### src/design/lpe_pkg.sv
// ----------------------------------------------------------------------------
// lpe_pkg
// Shared types, constants and helper functions for the LCD pixel engine.
// ----------------------------------------------------------------------------
package lpe_pkg;

  // Default pixel FIFO depth and the fixed visible width.
  localparam int FifoDepthDef = 8;
  localparam int ScreenWidth  = 160;

  // Line timing.
  localparam logic [8:0] DOTS_LAST   = 9'd455;
  localparam logic [8:0] OAM_DOTS    = 9'd80;
  localparam logic [8:0] HBLANK_DOT  = 9'd368;
  localparam logic [7:0] VBLANK_LINE = 8'd144;
  localparam logic [7:0] LAST_LINE   = 8'd153;
  localparam logic [7:0] LAST_VIS    = 8'd143;

  // Video memory offsets of the two tile maps and the signed tile base.
  localparam logic [12:0] MAP_LOW_OFS  = 13'h1800;
  localparam logic [12:0] MAP_HIGH_OFS = 13'h1C00;
  localparam logic [12:0] TILE_SGN_OFS = 13'h1000;

  // Item opcodes.
  typedef enum logic [1:0] {
    OP_TICK = 2'd0,
    OP_RD   = 2'd1,
    OP_WR   = 2'd2,
    OP_VWR  = 2'd3
  } op_t;

  // LCD modes.
  localparam logic [1:0] MODE_HBLANK = 2'd0;
  localparam logic [1:0] MODE_VBLANK = 2'd1;
  localparam logic [1:0] MODE_OAM    = 2'd2;
  localparam logic [1:0] MODE_DRAW   = 2'd3;

  // Register offsets.
  localparam logic [7:0] REG_LCDC = 8'h40;
  localparam logic [7:0] REG_STAT = 8'h41;
  localparam logic [7:0] REG_SCY  = 8'h42;
  localparam logic [7:0] REG_SCX  = 8'h43;
  localparam logic [7:0] REG_LY   = 8'h44;
  localparam logic [7:0] REG_LYC  = 8'h45;
  localparam logic [7:0] REG_BGP  = 8'h47;
  localparam logic [7:0] REG_OBP0 = 8'h48;
  localparam logic [7:0] REG_OBP1 = 8'h49;
  localparam logic [7:0] REG_WY   = 8'h4A;
  localparam logic [7:0] REG_WX   = 8'h4B;
  localparam logic [7:0] REG_BCPS = 8'h68;
  localparam logic [7:0] REG_BCPD = 8'h69;
  localparam logic [7:0] REG_OCPS = 8'h6A;
  localparam logic [7:0] REG_OCPD = 8'h6B;

  // Fetcher stages.
  localparam logic [2:0] FS_MAP  = 3'd0;
  localparam logic [2:0] FS_LO   = 3'd2;
  localparam logic [2:0] FS_HI   = 3'd4;
  localparam logic [2:0] FS_PUSH = 3'd6;

  // Kind of a video memory read whose data lands in the cycle after the request.
  typedef enum logic [1:0] {
    VQ_MAP = 2'd0,
    VQ_LO  = 2'd1,
    VQ_HI  = 2'd2
  } vq_kind_t;

  // Video memory request.
  typedef struct packed {
    logic        en;
    logic        we;
    logic [12:0] addr;
    logic [7:0]  wdata;
  } vram_req_t;

  // Colour palette RAM request.
  typedef struct packed {
    logic       en;
    logic       we;
    logic [1:0] be;
    logic [5:0] addr;
    logic [7:0] wdata;
  } cpal_req_t;

  // Partial result of one item, completed with palette RAM data later.
  typedef struct packed {
    logic [7:0]  read_data;
    logic        pal_rd;
    logic        pal_hi;
    logic        pal_pix;
    logic        pixel_valid;
    logic [7:0]  column;
    logic [7:0]  row;
    logic [14:0] rgb;
    logic        vblank;
    logic        frame_done;
    logic [1:0]  mode;
  } res_t;

  // Fixed grey shades for mono mode.
  function automatic logic [14:0] grey_shade(input logic [1:0] s);
    logic [14:0] g;
    case (s)
      2'd0:    g = 15'h7FFF;
      2'd1:    g = 15'h56B5;
      2'd2:    g = 15'h294A;
      default: g = 15'h0000;
    endcase
    return g;
  endfunction

  // Five-bit channel to eight bits.
  function automatic logic [7:0] expand5(input logic [4:0] c);
    return {c, c[4:2]};
  endfunction

  // Video memory offset of a tile row.
  function automatic logic [12:0] tile_row_ofs(input logic [7:0] id, input logic [2:0] row,
                                               input logic uns);
    logic [12:0] base;
    base = (uns || id[7]) ? 13'h0000 : TILE_SGN_OFS;
    return base + {1'b0, id, 4'b0000} + {9'b0, row, 1'b0};
  endfunction

endpackage

### src/design/lpe_engine.sv
// ----------------------------------------------------------------------------
// lpe_engine
// Register file, dot and line timer, background fetcher and pixel FIFO.
// ----------------------------------------------------------------------------
module lpe_engine
  import lpe_pkg::*;
#(
  parameter int FIFO_DEPTH = FifoDepthDef
) (
  input  logic       clk,
  input  logic       rst_n,
  input  logic       cfg_we,
  input  logic       cfg_wdata,
  input  logic       acc,
  input  logic [1:0] opcode,
  input  logic [7:0] reg_offset,
  input  logic [12:0] vram_offset,
  input  logic [7:0] write_data,
  input  logic [7:0] vram_q,
  output vram_req_t  vreq,
  output cpal_req_t  preq,
  output res_t       res
);

  localparam int HW = $clog2(FIFO_DEPTH);
  localparam int CW = $clog2(FIFO_DEPTH + 1);

  logic          cmode_r;
  logic [7:0]    lcdc_r, lcdc_nxt, stat_r, stat_nxt, scy_r, scy_nxt, scx_r, scx_nxt;
  logic [7:0]    ly_r, ly_nxt, lyc_r, lyc_nxt;
  logic [7:0]    mono_r [3];
  logic [7:0]    mono_nxt [3];
  logic [7:0]    wpos_r [2];
  logic [7:0]    wpos_nxt [2];
  logic [6:0]    pidx_r [2];
  logic [6:0]    pidx_nxt [2];
  logic [8:0]    dot_r, dot_nxt;
  logic [2:0]    fine_r, fine_nxt, stage_r, stage_nxt, skip_r, skip_nxt;
  logic [7:0]    fcol_r, fcol_nxt, ocol_r, ocol_nxt;
  logic [12:0]   tra_r, tra_nxt;
  logic [7:0]    lo_r, lo_nxt, hi_r, hi_nxt;
  logic [1:0]    fifo_r [FIFO_DEPTH];
  logic [1:0]    fifo_nxt [FIFO_DEPTH];
  logic [HW-1:0] head_r, head_nxt;
  logic [CW-1:0] cnt_r, cnt_nxt;
  logic          vpend_r, vpend_nxt;
  vq_kind_t      vkind_r, vkind_nxt;
  logic [2:0]    vrow_r, vrow_nxt;
  logic          vuns_r, vuns_nxt;

  // Next-state logic for one accepted item plus late video memory data.
  always_comb begin
    logic [7:0]  y, x, sx, rdv, line_n;
    logic [12:0] mapa;
    logic [5:0]  pidx6;
    logic [3:0]  n;
    logic [1:0]  pix, mode_v;
    logic        which;
    logic [8:0]  dot_p;

    lcdc_nxt = lcdc_r; stat_nxt = stat_r; scy_nxt = scy_r; scx_nxt = scx_r;
    ly_nxt = ly_r; lyc_nxt = lyc_r;
    mono_nxt = mono_r; wpos_nxt = wpos_r; pidx_nxt = pidx_r;
    dot_nxt = dot_r; fine_nxt = fine_r; stage_nxt = stage_r; skip_nxt = skip_r;
    fcol_nxt = fcol_r; ocol_nxt = ocol_r; tra_nxt = tra_r;
    lo_nxt = lo_r; hi_nxt = hi_r; fifo_nxt = fifo_r; head_nxt = head_r; cnt_nxt = cnt_r;
    vpend_nxt = 1'b0; vkind_nxt = vkind_r; vrow_nxt = vrow_r; vuns_nxt = vuns_r;
    vreq = '0; preq = '0; res = '0;
    y = '0; x = '0; sx = '0; rdv = '0; line_n = '0; mapa = '0; pidx6 = '0;
    n = '0; pix = '0; dot_p = '0;
    which = reg_offset[1];
    mode_v = stat_r[1:0];

    // Video memory data of the previous cycle's read.
    if (vpend_r) begin
      case (vkind_r)
        VQ_MAP:  tra_nxt = tile_row_ofs(vram_q, vrow_r, vuns_r);
        VQ_LO:   lo_nxt = vram_q << skip_r;
        VQ_HI:   hi_nxt = vram_q << skip_r;
        default: ;
      endcase
    end

    if (acc) begin
      case (op_t'(opcode))
        OP_RD: begin
          case (reg_offset)
            REG_LCDC: rdv = lcdc_r;
            REG_STAT: rdv = stat_r;
            REG_SCY:  rdv = scy_r;
            REG_SCX:  rdv = scx_r;
            REG_LY:   rdv = ly_r;
            REG_LYC:  rdv = lyc_r;
            REG_BGP:  rdv = mono_r[0];
            REG_OBP0: rdv = mono_r[1];
            REG_OBP1: rdv = mono_r[2];
            REG_WY:   rdv = wpos_r[0];
            REG_WX:   rdv = wpos_r[1];
            REG_BCPD, REG_OCPD: begin
              pidx6 = pidx_r[which][5:0];
              preq.en = 1'b1;
              preq.addr = {which, pidx6[5:1]};
              res.pal_rd = 1'b1;
              res.pal_hi = pidx6[0];
            end
            default: rdv = '0;
          endcase
          res.read_data = rdv;
        end
        OP_WR: begin
          case (reg_offset)
            REG_LCDC: lcdc_nxt = write_data;
            REG_STAT: stat_nxt = {write_data[7:3], stat_r[2:0]};
            REG_SCY:  scy_nxt = write_data;
            REG_SCX:  scx_nxt = write_data;
            REG_LYC:  lyc_nxt = write_data;
            REG_BGP:  mono_nxt[0] = write_data;
            REG_OBP0: mono_nxt[1] = write_data;
            REG_OBP1: mono_nxt[2] = write_data;
            REG_WY:   wpos_nxt[0] = write_data;
            REG_WX:   wpos_nxt[1] = write_data;
            REG_BCPS, REG_OCPS: pidx_nxt[which] = {write_data[7], write_data[5:0]};
            REG_BCPD, REG_OCPD: begin
              pidx6 = pidx_r[which][5:0];
              preq.en = 1'b1;
              preq.we = 1'b1;
              preq.be = pidx6[0] ? 2'b10 : 2'b01;
              preq.addr = {which, pidx6[5:1]};
              preq.wdata = write_data;
              if (pidx_r[which][6]) begin
                pidx_nxt[which] = {1'b1, pidx6 + 6'd1};
              end
            end
            default: ;
          endcase
        end
        OP_VWR: begin
          vreq.en = 1'b1;
          vreq.we = 1'b1;
          vreq.addr = vram_offset;
          vreq.wdata = write_data;
        end
        default: begin
          // Dot tick.
          stat_nxt[2] = (ly_r == lyc_r);
          if (ly_r < VBLANK_LINE) begin
            if (dot_r == '0) begin
              fine_nxt = scx_r[2:0];
            end
            if (dot_r > OAM_DOTS && stat_r[1:0] == MODE_DRAW) begin
              case (stage_r)
                FS_MAP: begin
                  y = scy_r + ly_r;
                  sx = {scx_r[7:3], fine_r};
                  x = sx + fcol_r;
                  mapa = (lcdc_r[3] ? MAP_HIGH_OFS : MAP_LOW_OFS) +
                         {3'b000, y[7:3], x[7:3]};
                  vreq.en = 1'b1;
                  vreq.addr = mapa;
                  vpend_nxt = 1'b1;
                  vkind_nxt = VQ_MAP;
                  vrow_nxt = y[2:0];
                  vuns_nxt = lcdc_r[4];
                  skip_nxt = x[2:0];
                  stage_nxt = stage_r + 3'd1;
                end
                FS_LO, FS_HI: begin
                  vreq.en = 1'b1;
                  vreq.addr = (stage_r == FS_LO) ? tra_r : tra_r + 13'd1;
                  vpend_nxt = 1'b1;
                  vkind_nxt = (stage_r == FS_LO) ? VQ_LO : VQ_HI;
                  stage_nxt = stage_r + 3'd1;
                end
                3'd1, 3'd3, 3'd5: stage_nxt = stage_r + 3'd1;
                default: begin
                  // Push the fetched row into an empty FIFO.
                  if (cnt_r == '0) begin
                    n = 4'd8 - {1'b0, skip_r};
                    for (int k = 0; k < 8; k++) begin
                      fifo_nxt[k] = {hi_r[7-k], lo_r[7-k]};
                    end
                    head_nxt = '0;
                    cnt_nxt = CW'(n);
                    stage_nxt = FS_MAP;
                    fcol_nxt = fcol_r + {4'b0000, n};
                  end
                end
              endcase
              if (dot_r == HBLANK_DOT) begin
                mode_v = MODE_HBLANK;
              end
            end
            // Emit one pixel.
            if (ocol_r < 8'(ScreenWidth) && cnt_nxt != '0) begin
              pix = fifo_nxt[head_nxt];
              head_nxt = (head_nxt == HW'(FIFO_DEPTH - 1)) ? '0 : head_nxt + 1'b1;
              cnt_nxt = cnt_nxt - 1'b1;
              res.pixel_valid = 1'b1;
              res.column = ocol_r;
              res.row = ly_r;
              if (cmode_r) begin
                preq.en = 1'b1;
                preq.addr = {4'b0000, pix};
                res.pal_pix = 1'b1;
              end else begin
                res.rgb = grey_shade(mono_r[0][{pix, 1'b0} +: 2]);
              end
              ocol_nxt = ocol_r + 8'd1;
            end
          end
          // Timer.
          dot_p = dot_r + 9'd1;
          if (dot_r == DOTS_LAST) begin
            line_n = ly_r + 8'd1;
            if (line_n == VBLANK_LINE) begin
              mode_v = MODE_VBLANK;
              res.vblank = 1'b1;
            end else if (ly_r == LAST_LINE) begin
              line_n = '0;
              mode_v = MODE_OAM;
            end else if (line_n < VBLANK_LINE) begin
              mode_v = MODE_OAM;
            end
            dot_nxt = '0;
            fcol_nxt = '0;
            ly_nxt = line_n;
          end else begin
            dot_nxt = dot_p;
            if (dot_p == OAM_DOTS && ly_r < VBLANK_LINE) begin
              mode_v = MODE_DRAW;
              head_nxt = '0;
              cnt_nxt = '0;
              ocol_nxt = '0;
              stage_nxt = FS_MAP;
            end
          end
          stat_nxt[1:0] = mode_v;
          res.frame_done = (ocol_nxt == 8'(ScreenWidth)) && (ly_nxt == LAST_VIS);
        end
      endcase
    end
    res.mode = stat_nxt[1:0];
  end

  // Control and architectural state.
  always_ff @(posedge clk) begin
    if (!rst_n) begin
      cmode_r <= 1'b0;
      lcdc_r <= '0; stat_r <= '0; scy_r <= '0; scx_r <= '0; ly_r <= '0; lyc_r <= '0;
      for (int i = 0; i < 3; i++) mono_r[i] <= '0;
      for (int i = 0; i < 2; i++) begin
        wpos_r[i] <= '0;
        pidx_r[i] <= '0;
      end
      dot_r <= '0; fine_r <= '0; stage_r <= '0; skip_r <= '0;
      fcol_r <= '0; ocol_r <= '0; head_r <= '0; cnt_r <= '0;
      vpend_r <= 1'b0;
    end else begin
      if (cfg_we) begin
        cmode_r <= cfg_wdata;
      end
      lcdc_r <= lcdc_nxt; stat_r <= stat_nxt; scy_r <= scy_nxt; scx_r <= scx_nxt;
      ly_r <= ly_nxt; lyc_r <= lyc_nxt;
      mono_r <= mono_nxt; wpos_r <= wpos_nxt; pidx_r <= pidx_nxt;
      dot_r <= dot_nxt; fine_r <= fine_nxt; stage_r <= stage_nxt; skip_r <= skip_nxt;
      fcol_r <= fcol_nxt; ocol_r <= ocol_nxt; head_r <= head_nxt; cnt_r <= cnt_nxt;
      vpend_r <= vpend_nxt;
    end
  end

  // Payload registers.
  always_ff @(posedge clk) begin
    tra_r <= tra_nxt;
    lo_r <= lo_nxt;
    hi_r <= hi_nxt;
    fifo_r <= fifo_nxt;
    vkind_r <= vkind_nxt;
    vrow_r <= vrow_nxt;
    vuns_r <= vuns_nxt;
  end

  // The FIFO never holds more than its depth.
  a_fifo_cnt: assert property (@(posedge clk) disable iff (!rst_n)
    cnt_r <= CW'(FIFO_DEPTH))
    else $error("pixel FIFO count above depth");

  // A late video memory read always follows a read request.
  a_vpend: assert property (@(posedge clk) disable iff (!rst_n)
    vpend_r |-> $past(vreq.en && !vreq.we))
    else $error("late video data without a read");

  // Entering vblank happens only at the end of the last visible line.
  a_vblank: assert property (@(posedge clk) disable iff (!rst_n)
    res.vblank |-> (ly_r == LAST_VIS && dot_r == DOTS_LAST))
    else $error("vblank outside line end");

endmodule

### config.mk
export PLATFORM = sky130hd
export DESIGN_NAME = lpe_engine
export DESIGN_NICKNAME = d
export VERILOG_FILES = /design/src/design/lpe_pkg.sv /design/src/design/lpe_engine.sv
export SDC_FILE = /design/constraint.sdc
export NUM_CORES = 1
export LEC_CHECK = 0
export ABC_AREA = 1
export BUFFER_PORTS_ARGS = -buffer_cell sky130_fd_sc_hd__buf_2
export CORE_ASPECT_RATIO = 1.25
export CORE_UTILIZATION = 40
export DETAILED_ROUTE_END_ITERATION = 10
export GPL_ROUTABILITY_DRIVEN = 0
export SETUP_SLACK_MARGIN = 0.3
export SLEW_MARGIN = 10
export SYNTH_ARGS = -nofsm -noshare
export SYNTH_HDL_FRONTEND = slang
export SYNTH_SLANG_ARGS = --single-unit
### constraint.sdc
create_clock -name clk -period 9.4 [get_ports clk]
set_input_delay 1.88 -clock clk [delete_from_list [all_inputs] [get_ports clk]]
set_output_delay 1.88 -clock clk [all_outputs]
set_load 0.01 [all_outputs]
# Yosys cells after proc, flatten, opt, wreduce, memory -nomap -nowiden
# Cells that the tools add are included.
# totals
word_cells	270
rom_bits	0
ff_bits	196
mem_bits_rw	0
latch_bits	0
inputBits	44
n_memories	0
# classes
n_eq_ne	39
addsub	15
n_div	0
n_lt_le_gt_ge	7
n_bitwise	7
n_shift	2
mul	0
muxes	114
reduce_logical	47
# op_table
cell	n
$mux 8	18
$eq 8x7->1 const B	15
$mux 16	6
$pmux 8 s11	1
$mux 33	2
$mux 3	18
$mux 13	4
$pmux 13 s2	2
$mux 45	1
$pmux 15 s3	1
$mux 4	10
$mux 18	2
$reduce_and 3->1	12
$mux 35	1
$mux 2	17
$eq 8x8->1 const B	4
$bwmux 14	2
$mux 7	4
$pmux 14 s2	1
$lt 8x8->1 const B	3
$mux 23	1
$eq 9x9->1 const B	2
$pmux 6 s3	1
$add 8x1->8 const B	2
other kinds (58)	101

# Longest topological paths before layout
# Gate-level depths: netlist (run 1).
# depth
ltp_word	19
ltp_mapped	24
mapped_depth_nobuf	22

# Worst setup path before layout (run 1)
# No wires, ideal clock.
# synth_timing
path_kind	input port to output port
start	input port opcode[1]
end	output port res[11] (netlist name)
path_slack_ps	3875
path_buffers	2
arrival_time_ps	3645
required_time_ps	7520
cell_stages	11
cell_sequence	nor2_1 -> inv_1 -> nor2_1 -> inv_1 -> buf_1 -> nor2_2 -> inv_2 -> nor2_1 -> nand2_1 -> nor2_1 -> buf_4
# synth_lines
element	line	text
from (decl)	lpe_engine.sv:15	input logic [1:0] opcode,
to (decl)	lpe_engine.sv:22	output res_t res

==> flow_summary.json, run 1 <==
{
  "yosys_warnings": 0,
  "overall_via_count_from_detail_route": 10900,
  "final.period_utilization_pct": 69.3,
  "synth_ff_type": "dfxtp_1",
  "viasPerCell": 5.37,
  "post-route-min-period_ns": 6.51,
  "synth.distinct_cells": 57,
  "worst_slack_ns": 2.89,
  "timing.max_slew.rel_slack_pct": 19.5,
  "hold_path_class": "reg -> reg",
  "peakVddDrop_uv": 110,
  "antenna_cells_inserted": 0,
  "htree_levels": 4,
  "row_count": 68,
  "first_pass_grt_wire_length_um": 56200,
  "timing.setup.critical_path_class": "in -> out",
  "gr-total-overflow": 0,
  "wl_per_cell_um": 17.7,
  "worst_ep_required_time_ns": 7.52,
  "clock_path_buffers": 2,
  "die_w_um": 153,
  "cts_root_buffer": "clkbuf_16",
  "final_util_pct": 46.1,
  "max_cap_viol_count": 0,
  "clkSinkCount": 195,
  "power.static_leakage_nw": 5.54,
  "max_slew.worst_pin.slew_ns": 1.20,
  "number_of_antenna_violations_at_the_first_check_in_global_routing": 0,
  "dp_slack_ns": 2.91,
  "clk_transition_reported_paths_ns": 0.07,
  "die_area_um2": 29400,
  "layout-drive-gt1-share_pct": 14.5,
  "final-max-slew-violation-count": 0,
  "fin_tns_setup_ns": 0,
  "tritoncts": "done",
  "fp.coreArea_um2": 27900,
  "synth-seq-area-share_pct": 38.4,
  "design_power_mw": 1.74,
  "numCtsBuffers": 17,
  "power_per_cell_area_nw_per_um2": 135,
  "dr.pass1.iters": 6,
  "cp.arrival_ns": 4.63,
  "crit_path_max_fanout": 31,
  "post_detail_place_hpwl_um": 26800,
  "clock_skew_ns": 0.0128,
  "antenna_left": 0,
  "ys_top_cells_by_area": "dfxtp_1, edfxtp_1, nand2_1",
  "ioPinCount": 132,
  "drc": 0,
  "numPortBuffers": 131,
  "post-synth-top-area-fraction_pct": 25.3,
  "globalRouteTotalUtil_pct": 24.6,
  "grt_start_max_net_pins": 88,
  "final-setup-viol-count": 0,
  "floorplan.die.height_um": 191,
  "drt_iter0_drc": 676,
  "mappedNetlistNets": 1663,
  "cts.repair.resized": 0,
  "endpoint_kind": "output pin",
  "synth.ff_latch_count": 195,
  "worstSetupStartpointType": "input pin",
  "grt_pass1_vias": 10300,
  "cts_setup_buffers": 0,
  "rsz0062_at_grt": "no",
  "mapped_avg_cell_area_um2": 7.24,
  "hold_buffers": 0,
  "initial_utilization_pct": 41.1,
  "worst_skew_pair.late_latency_ns": 0.44,
  "post_synth_inst_count": 1584,
  "syn_to_final_growth_pct": 12.0,
  "synth-async-reset-ratio_pct": 0,
  "cell_area_after_synthesis_um2": 11500,
  "synthDominantAreaCellType": "dfxtp_1",
  "finish.net_count": 1747,
  "hold-worst-slack_ns": 0.425,
  "outcome": "complete, no violations",
  "max_clock_freq_ghz": 0.154,
  "synth-edff-count": 50,
  "timing.final.hold_violations": 0,
  "wirelength_um": 35900
}
==> layer usage <==
metal,GRT usage [%],routed length [um]
met1,29.1,15100
met2,44.7,18000
met3,3.26,1390
met4,10.4,1360
met5,0,0
==> cells in the mapped netlist, types with 13 or more instances <==
cell / instances
a221oi_1: 21
nor2_1: 152
buf_2: 16
ha_1: 32
nand2_1: 298
inv_1: 192
clkbuf_1: 33
nand4_1: 13
xor2_1: 17
nor3_1: 20
edfxtp_1: 50
buf_4: 13
o21ai_0: 147
a21oi_1: 159
nand3_1: 103
a31oi_1: 13
dfxtp_1: 145
==> sequential cells by signal (all words and copies together) (netlist names), 9 cells and up, named ones only <==
| register | cells |
|---|---|
| wpos_r | 16 |
| pidx_r | 14 |
| tra_r | 12 |
| dot_r | 9 |
| mono_r | 24 |
==> placed cells by master, fill, tap and decap left out, types with 17 or more instances in the layout <==
cell,netlist,layout
nand2_1,298,298
inv_1,192,192
a21oi_1,159,159
nor2_1,152,151
o21ai_0,147,147
dfxtp_1,145,145
buf_2,16,131
nand3_1,103,103
edfxtp_1,50,50
ha_1,32,32
a221oi_1,21,21
nor3_1,20,19
xor2_1,17,17
clkbuf_16,0,17
==> power breakdown <==
part,switching [mW],internal [mW]
combinational,0.0641,0.0239
clock,0.376,0.412
sequential,0.00317,0.861
total,0.443,1.30
==> worst paths after layout <==
check	start	to	slack, ns	depth (start not counted)
worst max-delay path	opcode[0]	vreq[17]	2.89	16
worst min-delay path	vrow_r[1]$_DFFE_PP_	tra_r[2]$_DFFE_PP_	0.42	0
worst max register to register	stage_r[0]$_SDFFE_PN0P_	ocol_r[0]$_SDFFE_PN0P_	6.10	17
worst min register to register	vrow_r[1]$_DFFE_PP_	tra_r[2]$_DFFE_PP_	0.42	0
==> cells by family after synthesis <==
logic type               share of synthesized area [%]
AND/OR/NAND/NOR                                   25.7
AO/OA/AOI/OAI                                     18.9
buffers and inverters                             10.6
XOR/XNOR                                          1.76
adder cells (fa/ha/maj)                           4.01
multiplexers                                     0.611
flip-flops                                        38.4
==> through the flow <==
| stage | instance area [um2] | std cells |
|---|---|---|
| 6_report | 12900 | 2031 |
| 3_3_place_gp | 12200 | 1999 |
| 5_1_grt | 12900 | 2031 |
| 4_1_cts | 12900 | 2031 |
| 3_5_place_dp | 12200 | 1999 |
| 2_1_floorplan | 11500 | 1584 |
==> critical path, stage by stage <==
cell and delay, ns:
buf_2 0.12, nor2_1 0.18, inv_1 0.10, nor2_2 0.08, buf_4 0.33, inv_1 0.12
nor2_2 0.41, inv_1 0.16, nor2_2 0.11, buf_4 0.29, inv_2 0.10, nor2_4 0.25
o21ai_1 0.11, a21oi_1 0.12, nand3b_1 0.11, buf_2 0.13
==> final cells by class <==
cell class | count | area [um2]
Clock buffer | 17 | 425
Tap cell | 350 | 438
Fill cell | 2891 | 15100
Multi-Input combinational cell | 1103 | 5860
Sequential cell | 195 | 4400
Timing Repair Buffer | 137 | 701
Clock inverter | 15 | 215
Inverter | 214 | 808
Note: power is estimated with default switching activity, not from simulation.
==> inputs of run 2 (changes only) <==
- ABC_AREA: 1 -> 0
- clock period: 9.4 -> 6.5 ns (I/O delays scaled with it)
==> flow_summary.json, run 2 <==
{
  "r2r-start": "cnt_r[0]$_SDFFE_PN0P_",
  "antenna_left": 0,
  "wirelength_um": 34900,
  "synthTopCellsByCount": "dfxtp_1, nor2_1, nand2_1",
  "outcome": "complete, no violations",
  "peakVddDrop_uv": 168,
  "numCtsBuffers": 17,
  "most-common-layout-cells": "dfxtp_1, nor2_1, buf_2",
  "grt_start_max_net_pins": 84,
  "sequentialPowerShare_pct": 47.7,
  "timing.setup.critical_path_class": "reg -> out",
  "die_area_um2": 29700,
  "synth-edff-count": 50,
  "max_cap_viol_count": 0,
  "clk_transition_reported_paths_ns": 0.08,
  "share_clk_of_total_power_pct": 40.9,
  "crit_path_max_fanout": 11,
  "yosys_warnings": 0,
  "timing.hold.worst_endpoint": "tra_r[3]$_DFFE_PP_",
  "slowest_delay_ns": 0.48,
  "worst_skew_pair.late_latency_ns": 0.45,
  "post-route-min-period_ns": 5.93,
  "mappedNetlistNets": 1407,
  "cts_setup_buffers": 0,
  "number_of_antenna_violations_at_the_first_check_in_global_routing": 0,
  "viasPerCell": 5.86,
  "htree_levels": 4,
  "worst_ep_required_time_ns": 5.20,
  "timing.reg2reg.setup_slack_ns": 2.63,
  "pwr-share-comb_pct": 11.5,
  "antenna_cells_inserted": 0,
  "drc": 0,
  "post_synth_inst_count": 1328,
  "grt_pass1_vias": 9857,
  "max_clock_freq_ghz": 0.169,
  "regMostFlops": "mono_r",
  "die_w_um": 154,
  "synth-async-reset-ratio_pct": 0,
  "synthDominantAreaCellType": "dfxtp_1",
  "timing.final.hold_violations": 0,
  "tritoncts": "done",
  "worstHoldPathCells": 0,
  "synth_most_common_cell": "dfxtp_1",
  "rr_worst_depth": 10,
  "gr-total-overflow": 0,
  "endpoint_kind": "output pin",
  "numPortBuffers": 131,
  "power.share.switching_pct": 29.5,
  "final.period_utilization_pct": 91.2,
  "floorplan.die.height_um": 193,
  "worst_path_most_repeated_cell": "ha_1",
  "final-setup-viol-count": 0,
  "synth-seq-area-share_pct": 37.9,
  "overall_via_count_from_detail_route": 10300,
  "clock_path_buffers": 2,
  "largest_register_ff_count": 24,
  "clock_skew_ns": 0.0110,
  "hp-start": "vrow_r[2]$_DFFE_PP_",
  "first_pass_grt_wire_length_um": 55300,
  "mapped_avg_cell_area_um2": 8.75,
  "post_detail_place_hpwl_um": 25200,
  "power_per_cell_area_nw_per_um2": 205,
  "ys_top_cells_by_area": "dfxtp_1, edfxtp_1, mux2i_1",
  "dr.pass1.iters": 5,
  "initial_utilization_pct": 40.8,
  "cts_root_buffer": "clkbuf_16",
  "clkSinkCount": 195,
  "ioPinCount": 132,
  "wl_per_cell_um": 19.9,
  "rsz0062_at_grt": "no",
  "design_power_mw": 2.67,
  "syn_to_final_growth_pct": 11.8,
  "p_switching_uw": 787,
  "internal_mw": 1.88,
  "fin_tns_setup_ns": 0,
  "power.static_leakage_nw": 5.11,
  "globalRouteTotalUtil_pct": 24.0,
  "finish.net_count": 1464,
  "final-max-slew-violation-count": 0,
  "biggestRegsByFlops": "mono_r x24, wpos_r x16, pidx_r x14",
  "synth_ff_type": "dfxtp_1",
  "final_common_cell": "dfxtp_1",
  "synth.ff_latch_count": 195,
  "worstSetupStartpointType": "flip-flop",
  "critical_path.slowest_cell": "or3b_2",
  "drt_iter0_drc": 811,
  "hold_path_class": "reg -> reg",
  "synth.distinct_cells": 84,
  "post-synth-top-area-fraction_pct": 25.0,
  "cell_area_after_synthesis_um2": 11600,
  "timing.max_slew.rel_slack_pct": 33.8,
  "layout-drive-gt1-share_pct": 16.7,
  "path_buf_inv": 2,
  "max_slew.worst_pin.slew_ns": 0.989,
  "final.fill_count": 2834,
  "cp_cell_sequence": "inv_1 -> ha_1 -> or3b_1 -> a32o_2 -> a31oi_2 -> ha_1 -> or3b_2 -> a41oi_2 -> nor2_1 -> ha_1 -> mux2i_1 -> o2111ai_1 -> a2111oi_1 -> nand4_1 -> nor4_2 -> buf_2",
  "cp.arrival_ns": 4.63,
  "fp.coreArea_um2": 28500,
  "timing.rr.end": "head_r[0]$_SDFFE_PN0P_",
  "critPathTopFamily": "simple AND/OR/NAND/NOR gates",
  "row_count": 69
}
==> run 2: cell count changes in the layout (fill, tap and decap cells not counted), sizes merged, moves of 20 or more <==
cell,before,now
nand2,309,127
nand3,110,51
a221oi,21,1
a21oi,161,63
and2,1,43
mux2,0,21
nor2,170,138
mux2i,7,104
a22oi,0,25
o21ai,160,63
inv,212,46
==> run 2: cell type report <==
type / count / area [um2] / area share [%]
Multi-Input combinational cell: 987 / 6610 / 50.9
Inverter: 37 / 141 / 1.09
Timing Repair Buffer: 147 / 776 / 5.97
Sequential cell: 195 / 4400 / 33.9
Clock buffer: 17 / 425 / 3.28
Clock inverter: 15 / 181 / 1.40
Tap cell: 355 / 444 / 3.42
==> run 2: cell families (layout without fill, tap and decap cells) <==
kind of cell / Yosys count / in the layout / synth area share [%]
simple gates: 508 / 508 / 22.2
xor+xnor: 32 / 32 / 2.41
compound gates: 283 / 283 / 16.3
flops: 195 / 195 / 37.9
buf+inv: 146 / 216 / 5.39
fa+ha+maj: 35 / 35 / 3.96
mux: 129 / 129 / 11.8
==> run 2: routing by layer <==
metal	up-vias	global-route usage [%]	share of wire (%)
li1	4937	-	-
met2	285	43.4	51
met5	-	0	0
met3	60	2.96	4.0
met4	0	9.41	2.8
met1	4992	28.9	42
==> run 2: worst reg2reg max path: stages (launching register included) <==
cell,delay (ns)
dfxtp_1,0.36
nor4_1,0.66
o211a_1,0.48
a31oi_2,0.16
ha_1,0.23
or3b_2,0.22
a41oi_2,0.05
buf_4,0.22
nor3_2,0.69
nand2_1,0.30
o311ai_0,0.39
==> run 2: worst max-delay path by stage <==
stage	start	endpoint	depth (start not counted)
floorplan	dot_r[0]$_SDFFE_PN0P_	res[2]	17
finish	dot_r[0]$_SDFFE_PN0P_	res[2]	16
detailed placement	dot_r[0]$_SDFFE_PN0P_	res[2]	16
global placement	dot_r[0]$_SDFFE_PN0P_	res[2]	16
global route	dot_r[0]$_SDFFE_PN0P_	res[2]	16
CTS	dot_r[0]$_SDFFE_PN0P_	res[2]	16
==> run 2: power by group through the flow <==
stage,combinational [mW],sequential [mW],clock (mW)
5_1_grt,0.334,1.27,1.15
3_3_place_gp,0.298,1.30,0
3_5_place_dp,0.303,1.30,0
4_1_cts,0.303,1.27,1.11
2_1_floorplan,0.221,1.29,0
6_report,0.306,1.27,1.09
==> run 2: through the flow <==
| step | hold WS [ns] | setup WS, ns | util (%) | instance area, um2 | instances |
|---|---|---|---|---|---|
| 2_1_floorplan | 0.400 | 1.12 | - | 11600 | 1328 |
| 3_3_place_gp | 0.405 | 0.945 | 43.4 | 12400 | 1721 |
| 3_5_place_dp | 0.405 | 0.841 | 43.4 | 12400 | 1721 |
| 4_1_cts | 0.424 | 0.340 | 45.5 | 13000 | 1753 |
| 5_1_grt | 0.426 | 0.307 | 45.6 | 13000 | 1753 |
| 6_report | 0.421 | 0.569 | 45.6 | 13000 | 1753 |
==> run 2: timing repair <==
item	CTS	global route
endpoints found under the setup margin	0	1
hold buffers	0	0
gates resized for setup	0	5
endpoints found under the hold margin	0	0
==> inputs of run 3 (changes only) <==
- CELL_PAD_IN_SITES_DETAIL_PLACEMENT: not set -> 1
- CELL_PAD_IN_SITES_GLOBAL_PLACEMENT: not set -> 2
- CORE_UTILIZATION: 40 -> 36
- PLACE_DENSITY_LB_ADDON: not set -> 0.1
==> flow_summary.json, run 3 (synthesis gave the netlist of run 2 again) <==
{
  "cts.repair.resized": 1,
  "clock_skew_ns": 0.0179,
  "worst_path_most_repeated_cell": "ha_1",
  "post-route-min-period_ns": 5.91,
  "final.period_utilization_pct": 90.9,
  "floorplan.die.height_um": 203,
  "post_detail_place_hpwl_um": 29400,
  "wirelength_um": 39800,
  "clk_transition_reported_paths_ns": 0.07,
  "crit_path_max_fanout": 11,
  "tritoncts": "done",
  "dr.pass1.iters": 6,
  "timing.max_slew.rel_slack_pct": 30.5,
  "design_power_mw": 2.67,
  "layout-drive-gt1-share_pct": 17.2,
  "final_util_pct": 41.2,
  "cts_root_buffer": "clkbuf_16",
  "grt_start_max_net_pins": 80,
  "globalRouteTotalUtil_pct": 24.7,
  "worst_ep_required_time_ns": 5.20,
  "power_per_cell_area_nw_per_um2": 204,
  "cp.arrival_ns": 4.61,
  "hold_buffers": 0,
  "critPathTopFamily": "simple AND/OR/NAND/NOR gates",
  "die_w_um": 163,
  "syn_to_final_growth_pct": 12.7,
  "hold_path_class": "reg -> reg",
  "biggestRegsByFlops": "mono_r x24, wpos_r x16, pidx_r x14",
  "power.static_leakage_nw": 5.13,
  "antenna_cells_inserted": 0,
  "max_clock_freq_ghz": 0.169,
  "numPortBuffers": 131,
  "grt_pass1_vias": 10600,
  "path_buf_inv": 2,
  "endpoint_kind": "output pin",
  "number_of_antenna_violations_at_the_first_check_in_global_routing": 0,
  "initial_utilization_pct": 36.5,
  "largest_register_ff_count": 24,
  "wl_per_cell_um": 21.9,
  "final-setup-viol-count": 0,
  "critical_path.slowest_cell": "or3b_2",
  "rsz0062_at_grt": "no",
  "numCtsBuffers": 17,
  "final-max-slew-violation-count": 0,
  "drt_iter0_drc": 596,
  "cp_cell_sequence": "inv_1 -> ha_1 -> or3b_1 -> a32o_2 -> a31oi_2 -> ha_1 -> or3b_2 -> a41oi_2 -> nor2_1 -> ha_1 -> mux2i_1 -> o2111ai_1 -> a2111oi_2 -> nand4_1 -> nor4_2 -> buf_2",
  "antenna_left": 0,
  "worst_skew_pair.late_latency_ns": 0.46,
  "slowest_delay_ns": 0.49,
  "gr-total-overflow": 0,
  "htree_levels": 4,
  "worstSetupStartpointType": "flip-flop",
  "overall_via_count_from_detail_route": 10300,
  "timing.setup.critical_path_class": "reg -> out",
  "drc": 0,
  "finish.net_count": 1471,
  "regMostFlops": "mono_r",
  "most-common-layout-cells": "dfxtp_1, nor2_1, buf_2",
  "max_cap_viol_count": 0,
  "fin_tns_setup_ns": 0,
  "outcome": "complete, no violations",
  "clkSinkCount": 195,
  "first_pass_grt_wire_length_um": 61900,
  "ioPinCount": 132,
  "max_slew.worst_pin.slew_ns": 1.04,
  "cts_setup_buffers": 0,
  "viasPerCell": 5.69,
  "peakVddDrop_uv": 141,
  "fp.coreArea_um2": 31800,
  "row_count": 73,
  "final_common_cell": "dfxtp_1",
  "timing.final.hold_violations": 0,
  "clock_path_buffers": 2,
  "die_area_um2": 33000
}
run 3: area by class of cell:
| type | count | area [um2] |
|---|---|---|
| timing repair buffer | 154 | 828 |
| tap | 412 | 515 |
| fill | 3843 | 18700 |
| multi-input combinational | 987 | 6610 |
| clock buffer | 18 | 439 |
| clock inverter | 14 | 143 |
| sequential | 195 | 4400 |
| inverter | 37 | 141 |
run 3: metal layers:
layer	up-vias	global-route usage, %	share of wire, %	wire length, um
met4	0	7.94	2.4	943
li1	4934	-	-	-
met2	207	46.1	53	21200
met1	5143	28.9	41	16500
met3	53	2.86	2.9	1170
met5	-	0	0	0
run 3: power by group:
part / internal (mW) / switching, mW / total, mW
clock network: 0.522 / 0.554 / 1.08
logic: 0.105 / 0.215 / 0.320
registers: 1.25 / 0.0216 / 1.27
run 3: stage by stage:
stage | cell area [um2] | setup WS, ns | hold WS (ns) | instances
floorplan | 11600 | 1.12 | 0.400 | 1328
global placement | 12500 | 0.926 | 0.402 | 1785
detailed placement | 12500 | 0.778 | 0.406 | 1785
CTS | 13100 | 0.310 | 0.424 | 1817
global route | 13100 | 0.360 | 0.436 | 1817
finish | 13100 | 0.589 | 0.422 | 1817
run 3: path summary, 6_finish.rpt:
path / startpoint / end / slack [ns] / cells past startpoint
setup / recovery: dot_r[0]$_SDFFE_PN0P_ / res[2] / 0.59 / 16
hold / removal: vrow_r[2]$_DFFE_PP_ / tra_r[3]$_DFFE_PP_ / 0.42 / 0
setup reg to reg: cnt_r[0]$_SDFFE_PN0P_ / head_r[0]$_SDFFE_PN0P_ / 2.92 / 10
hold reg to reg: vrow_r[2]$_DFFE_PP_ / tra_r[3]$_DFFE_PP_ / 0.42 / 0
